$ cat src/rtl/baa_pkg.sv
// Shared types, codes and sizes for the bump arena allocator.
`timescale 1ns / 1ps

package baa_pkg;

   localparam int unsigned ARENA_BYTES = 1048576;
   localparam int unsigned MAX_BLOCKS  = 64;

   localparam int unsigned OFS_W  = 20;
   localparam int unsigned SIZE_W = 21;
   localparam int unsigned SUM_W  = SIZE_W + 1;
   localparam int unsigned CNT_W  = $clog2(MAX_BLOCKS + 1);

   // Reduction tree geometry: lanes are grouped in eights.
   localparam int unsigned GRP_W = 8;
   localparam int unsigned NGRP  = (MAX_BLOCKS + GRP_W - 1) / GRP_W;
   localparam int unsigned NLANE = NGRP * GRP_W;

   localparam logic [1:0] REQ_ALLOC   = 2'd0;
   localparam logic [1:0] REQ_REALLOC = 2'd1;
   localparam logic [1:0] REQ_FREE    = 2'd2;

   localparam logic [1:0] STAT_OK       = 2'd0;
   localparam logic [1:0] STAT_NOSPACE  = 2'd1;
   localparam logic [1:0] STAT_NOTFOUND = 2'd2;
   localparam logic [1:0] STAT_FULL     = 2'd3;

   typedef struct packed {
      logic [1:0]        req_type;
      logic [OFS_W-1:0]  block_offset;
      logic [SIZE_W-1:0] request_size;
   } req_item_type;

   typedef struct packed {
      logic [1:0]       status;
      logic [OFS_W-1:0] result_offset;
      logic [OFS_W-1:0] copy_source;
      logic [OFS_W-1:0] copy_length;
   } rsp_item_type;

   typedef enum logic [2:0] {
      ST_IDLE,
      ST_MATCH,
      ST_REDUCE,
      ST_SELECT,
      ST_EXEC
   } state_type;

   // Command broadcast to every cell of the table.
   typedef struct packed {
      logic             remove;
      logic             append;
      logic [CNT_W-1:0] count;
      logic [CNT_W-1:0] append_idx;
      logic [OFS_W-1:0] key;
      logic [OFS_W-1:0] new_start;
      logic [OFS_W-1:0] new_end;
   } cell_cmd_type;

   // Result of the table search.
   typedef struct packed {
      logic             found;
      logic [OFS_W-1:0] fstart;
      logic [OFS_W-1:0] fend;
      logic [OFS_W-1:0] bump;
   } sel_type;

endpackage

$ cat src/rtl/baa_cell.sv
// One table entry: holds a block's start and end, flags a key match and the newest entry.
`timescale 1ns / 1ps

module baa_cell import baa_pkg::*; (
   input  logic             clock,
   input  logic             reset,
   input  logic [CNT_W-1:0] cell_idx,
   input  cell_cmd_type     cmd,
   input  logic             prefix_hit,
   input  logic [OFS_W-1:0] next_start,
   input  logic [OFS_W-1:0] next_end,
   output logic             match,
   output logic             last,
   output logic [OFS_W-1:0] start_ofs,
   output logic [OFS_W-1:0] end_ofs
);

   logic [OFS_W-1:0] start_ff, start_in;
   logic [OFS_W-1:0] end_ff, end_in;
   logic             match_ff, match_in;
   logic             last_ff, last_in;
   logic [CNT_W-1:0] idx_plus;
   logic             load;
   logic             shift;

   assign idx_plus = cell_idx + CNT_W'(1);
   assign match_in = (cell_idx < cmd.count) && (start_ff == cmd.key);
   assign last_in  = (idx_plus == cmd.count);
   assign load     = cmd.append && (cell_idx == cmd.append_idx);
   assign shift    = cmd.remove && prefix_hit;

   // Append wins over the close-up shift in the same cycle.
   always_comb begin
      start_in = start_ff;
      end_in   = end_ff;
      if (load) begin
         start_in = cmd.new_start;
         end_in   = cmd.new_end;
      end else if (shift) begin
         start_in = next_start;
         end_in   = next_end;
      end
   end

   always_ff @(posedge clock) begin
      start_ff <= start_in;
      end_ff   <= end_in;
   end

   always_ff @(posedge clock) begin
      if (reset) begin
         match_ff <= 1'b0;
         last_ff  <= 1'b0;
      end else begin
         match_ff <= match_in;
         last_ff  <= last_in;
      end
   end

   assign match     = match_ff;
   assign last      = last_ff;
   assign start_ofs = start_ff;
   assign end_ofs   = end_ff;

endmodule

$ cat config.mk
export PLATFORM = sky130hd
export DESIGN_NAME = baa_cell
export DESIGN_NICKNAME = d
export VERILOG_FILES = /design/src/rtl/baa_pkg.sv /design/src/rtl/baa_cell.sv
export SDC_FILE = /design/constraint.sdc
export NUM_CORES = 1
export LEC_CHECK = 0
export BUFFER_PORTS_ARGS = -buffer_cell sky130_fd_sc_hd__buf_2
export CORE_MARGIN = 10
export CORE_UTILIZATION = 45
export DETAILED_ROUTE_END_ITERATION = 10
export HOLD_SLACK_MARGIN = 0.06
export PLACE_DENSITY = 0.86
export SLEW_MARGIN = 20
export SYNTH_ARGS = -nofsm -noshare
export SYNTH_HDL_FRONTEND = slang
export SYNTH_SLANG_ARGS = --single-unit
$ cat constraint.sdc
create_clock -name clock -period 5 [get_ports clock]
set_clock_uncertainty 0.05 [all_clocks]
set_input_delay 0.75 -clock clock [delete_from_list [all_inputs] [get_ports clock]]
set_output_delay 0.75 -clock clock [all_outputs]
set_load 0.05 [all_outputs]
After elaboration in Yosys (flattened, before gate mapping)
Index checks and enable logic that the tools add are counted.
W data, S select, Z words.
{"block": "op_classes", "n_addsub": 1, "n_lt_le_gt_ge": 1, "n_eq_ne": 3, "mux": 4, "n_reduce_logical": 4}
{"op": "$mux W20", "count": 4}
{"op": "$eq A20 B20 Y1", "count": 1}
{"op": "$eq A7 B7 Y1", "count": 2}
{"op": "$add A7 B1 Y7 const B", "count": 1}
{"op": "$lt A7 B7 Y1", "count": 1}
{"op": "$logic_and A1 B1 Y1", "count": 3}
{"op": "$reduce_bool A2 Y1", "count": 1}
{"block": "word_totals", "reg_bits": 42, "input_bits": 126, "output_inout_bits": 42, "wordCells": 17}

Longest topological paths before layout
{"block": "depth", "depth_word": 3, "ltp_mapped": 7, "ltp_nobuf": 6}

Worst setup path after synthesis
No wires, ideal clock.
{"block": "synth_timing", "kind": "input to register", "from": "input cell_idx[1]", "to": "register end_ff[0], in the netlist end_ofs[0] (enable)", "setup_ns": 0.396, "t_arrival_ns": 2.359, "required_ns": 4.554, "setup_slack_ns": 2.195, "path_stages": 6, "path_buffers": 2, "cell_sequence": "buf_6 > xnor2_1 > nand4_1 > nor2_2 > buf_4 > a21o_1"}
{"block": "synth_between", "elab_chain_len": 3}
{"element": "start, declared", "line_no": "baa_cell.sv:7", "source": "input logic [CNT_W-1:0] cell_idx,"}
{"element": "$eq A7 B7 Y1", "line_no": "baa_cell.sv:29", "source": "assign load = cmd.append && (cell_idx == cmd.append_idx);"}
{"element": "$logic_and A1 B1 Y1", "line_no": "baa_cell.sv:29"}
{"element": "$reduce_bool A2 Y1 (no line)"}
{"element": "end signal, assigned", "line_no": "baa_cell.sv:47", "source": "end_ff <= end_in;"}
{"element": "end, declared", "line_no": "baa_cell.sv:19", "source": "logic [OFS_W-1:0] end_ff, end_in;"}
Every way passes these cells.
A chain may end at the register's enable or synchronous reset.

Final worst setup path
{"block": "layout_timing", "from": "input cell_idx[1]", "to": "register start_ff[3], in the netlist start_ofs[3] (enable)"}
{"block": "layout_between", "elab_chain_len": 3}
{"element": "$eq A7 B7 Y1", "line_no": "baa_cell.sv:29"}
{"element": "$logic_and A1 B1 Y1", "line_no": "baa_cell.sv:29"}
{"element": "$reduce_bool A2 Y1 (no line)"}
{"element": "end signal, assigned", "line_no": "baa_cell.sv:46", "source": "start_ff <= start_in;"}
{"element": "end, declared", "line_no": "baa_cell.sv:18", "source": "logic [OFS_W-1:0] start_ff, start_in;"}
Every way passes these cells.

==> impl_metrics.tcl <==
set metrics [dict create \
    ios 168 \
    hold_class "input port to flop" \
    syn_area_mm2 0.00246 \
    syn_nets 315 \
    syn-instance-count 181 \
    antenna_found_initial 0 \
    r2r_cells 4 \
    whs_ns 0.680 \
    seq_area_frac_synth_pct 50.4 \
    power.density_mw_per_mm2 256 \
    avgViaCountPerCell 5.04 \
    timing.final.max_slew_violations 0 \
    synthMuxAreaShare_pct 18.3 \
    rsz0062_at_grt "no" \
    core_area_mm2 0.00520 \
    timing.rr.start "start_ofs[19]" \
    r2r_setup_slack_ns 3.59 \
    clockBufferDepth 2 \
    final_nets 484 \
    tightest_slew_ns 0.897 \
    yosys.area_share.adder_pct 4.07 \
    grt_pass1_wl_um 11700 \
    rows 26 \
    outcome "complete, no violations" \
    synth_top_family_by_area "multiplexers" \
    cts_tree "yes" \
    nFillCells 416 \
    fin_tns_setup_ns 0 \
    worstSetupPathType "input port to flop" \
    critPathMaxFanout 40 \
    cts_max_level 2 \
    cts_buffers 5 \
    synth.avg_cell_area_um2 13.6 \
    wl_um 7880 \
    fp.dieH_um 94.0 \
    start_util_pct 47.3 \
    first_pass_iters 6 \
    path_buf_inv 1 \
    drive_gt1_share_pct 59.8 \
    grt_max_degree 41 \
    ctsHoldBuffers 0 \
    cts_resized 0 \
    synth_seq_cells 42 \
    hold_end "start_ofs[12]" \
    postCtsSetupRepairBufs 0 \
    dieWidth_um 94.0 \
    vias 2122 \
    post-route-period-util_pct 53.8 \
    ant_nets 0 \
    clock_sinks 42 \
    gp_congestion 0.891 \
    path_cells "buf_2, xnor2_1, nand4_1, nor2_4, a21o_2" \
    max_stage_delay_ns 0.76 \
    cp-start-kind "input port" \
    portBuffers 167 \
    cts-root-buf "clkbuf_8" \
    critPathArrivalTime_ns 2.55 \
    synth-xor-area-share_pct 12.1 \
    peakVddDrop_mv 0.169 \
    setup_viol 0 \
    yosys.area_share.simple_pct 6.91 \
    period_needed_ns 2.69 \
    p_leak_nw 1.57 \
    grt_usage_pct 17.0 \
    r2r_end "match" \
    clk_latency_ns 0.30 \
    drt-initial-drc-count 39 \
    path_delay_family "compound AO/OA/AOI/OAI gates" \
    hold_violations 0 \
    synth_cell_types 38 \
    max-cap-violations 0 \
    diodes 0 \
    worstSetupEndpointType "flop" \
    fmax_mhz 372 \
    crit_required_ns 4.86 \
    synth_compound_area_share_pct 4.88 \
    die_area_mm2 0.00883 \
    maxSlewHeadroom_pct 40.2 \
    wire_per_inst_um 18.7 \
    clk_pin_slew_ns 0.09 \
    critPathSlowestCell "a21o_2" \
    gr-total-overflow 0 \
    drc 0 \
    place_hpwl_um 6710 \
    ys.warnings.count 0 \
    hold_depth 2 \
    hp-start "next_start[12]" \
    grt_pass1_vias 2339 \
    synthToLayoutAreaGrowth_pct 39.5 \
]
## cell usage after synthesis
cell type,n,share of area [%]
a2111oi_0,1,0.36
a211o_1,1,0.36
a211oi_1,1,0.30
a21boi_0,2,0.61
a21o_1,1,0.30
a21oi_1,1,0.20
a31oi_1,2,0.51
and3_1,1,0.25
and3b_2,2,0.81
buf_4,4,1.2
buf_6,2,0.91
dfxtp_1,2,1.6
edfxtp_1,40,49
ha_1,8,4.1
inv_1,8,1.2
mux2_1,11,5.0
mux2_2,29,13
nand2_1,2,0.30
nand2_2,1,0.25
nand2b_1,1,0.25
nand3_1,2,0.41
nand4_1,4,1.0
nor2_1,1,0.15
nor2_2,1,0.25
nor2b_1,1,0.25
nor3_1,3,0.61
nor4_1,4,1.0
nor4b_1,1,0.36
o2111ai_1,1,0.36
o211a_1,1,0.41
o211ai_1,3,0.91
o21ai_0,1,0.20
o311ai_1,1,0.36
or2b_1,1,0.30
or3b_1,1,0.36
or4_1,1,0.30
xnor2_1,9,3.2
xor2_1,25,8.9
## cells by family (layout without fill, tap and decap cells)
logic type,after synthesis,count (layout)
DFF,42,42
muxes,40,40
xor gates and xnor gates,34,34
and+or+nand+nor,27,27
AOI/OAI and AO/OA,16,16
buffers and inverters,14,184
adders and majority gates,8,8
## registers in the layout (all words and copies together) (netlist names)
signal / flops
match: 1
start_ofs: 20
last: 1
end_ofs: 20
## area by class of cell
cell class              count  area [um2]  share of cell area (%)
inverters                   8        30.0                   0.874
clock buffers               5        68.8                    2.00
flip-flops and latches     42        1240                    36.1
repair buffers            168         843                    24.6
multi-input cells         125        1140                    33.3
clock inverters             3        18.8                   0.546
well taps                  70        87.6                    2.55
## per-layer routing
layer | global-route usage, % | vias to the layer above | wire [um] | part of all wire (%)
li1 | - | 1019 | - | -
met1 | 16.6 | 976 | 2770 | 35
met2 | 29.0 | 119 | 3940 | 50
met3 | 10.6 | 8 | 1060 | 13
met4 | 5.57 | 0 | 107 | 1.4
met5 | 0 | - | 0 | 0
## power breakdown
group	internal, mW	total, mW	switching (mW)
sequential	0.413	0.424	0.0110
clock	0.0983	0.218	0.119
combinational	0.0865	0.237	0.151
total	0.598	0.879	0.281
## stage by stage
step | total power, mW | util (%) | setup WS (ns) | area [um2] | cells
floorplan | 0.577 | - | 2.19 | 2460 | 181
global placement | 0.663 | 64.3 | 2.07 | 3350 | 413
detailed placement | 0.670 | 64.3 | 2.00 | 3350 | 413
CTS | 0.889 | 66.0 | 2.31 | 3430 | 421
global route | 0.923 | 66.0 | 2.20 | 3430 | 421
finish | 0.879 | 66.0 | 2.31 | 3430 | 421
## how the worst max path moves through the flow
stage	endpoint	cells past startpoint	from
after detailed placement	start_ofs[9]	5	cell_idx[1]
after global routing	start_ofs[3]	5	cell_idx[1]
final	start_ofs[3]	5	cell_idx[1]
after CTS	start_ofs[3]	5	cell_idx[0]
after global placement	start_ofs[9]	5	cell_idx[1]
after floorplan	end_ofs[0]	6	cell_idx[1]
## cell usage in the layout, fill, tap and decap left out, types with 2 or more instances in the layout
master	n
buf_2	167
edfxtp_1	40
mux2_2	29
xor2_1	25
mux2_1	11
xnor2_1	9
inv_1	8
ha_1	8
clkbuf_8	5
nand4_1	4
nor4_1	4
o211ai_1	3
nor3_1	3
nand2_1	2
a31oi_1	2
nand3_1	2
and3b_2	2
a21boi_0	2
clkinv_2	2
dfxtp_1	2
No activity file was read; power rests on OpenSTA's default activity.
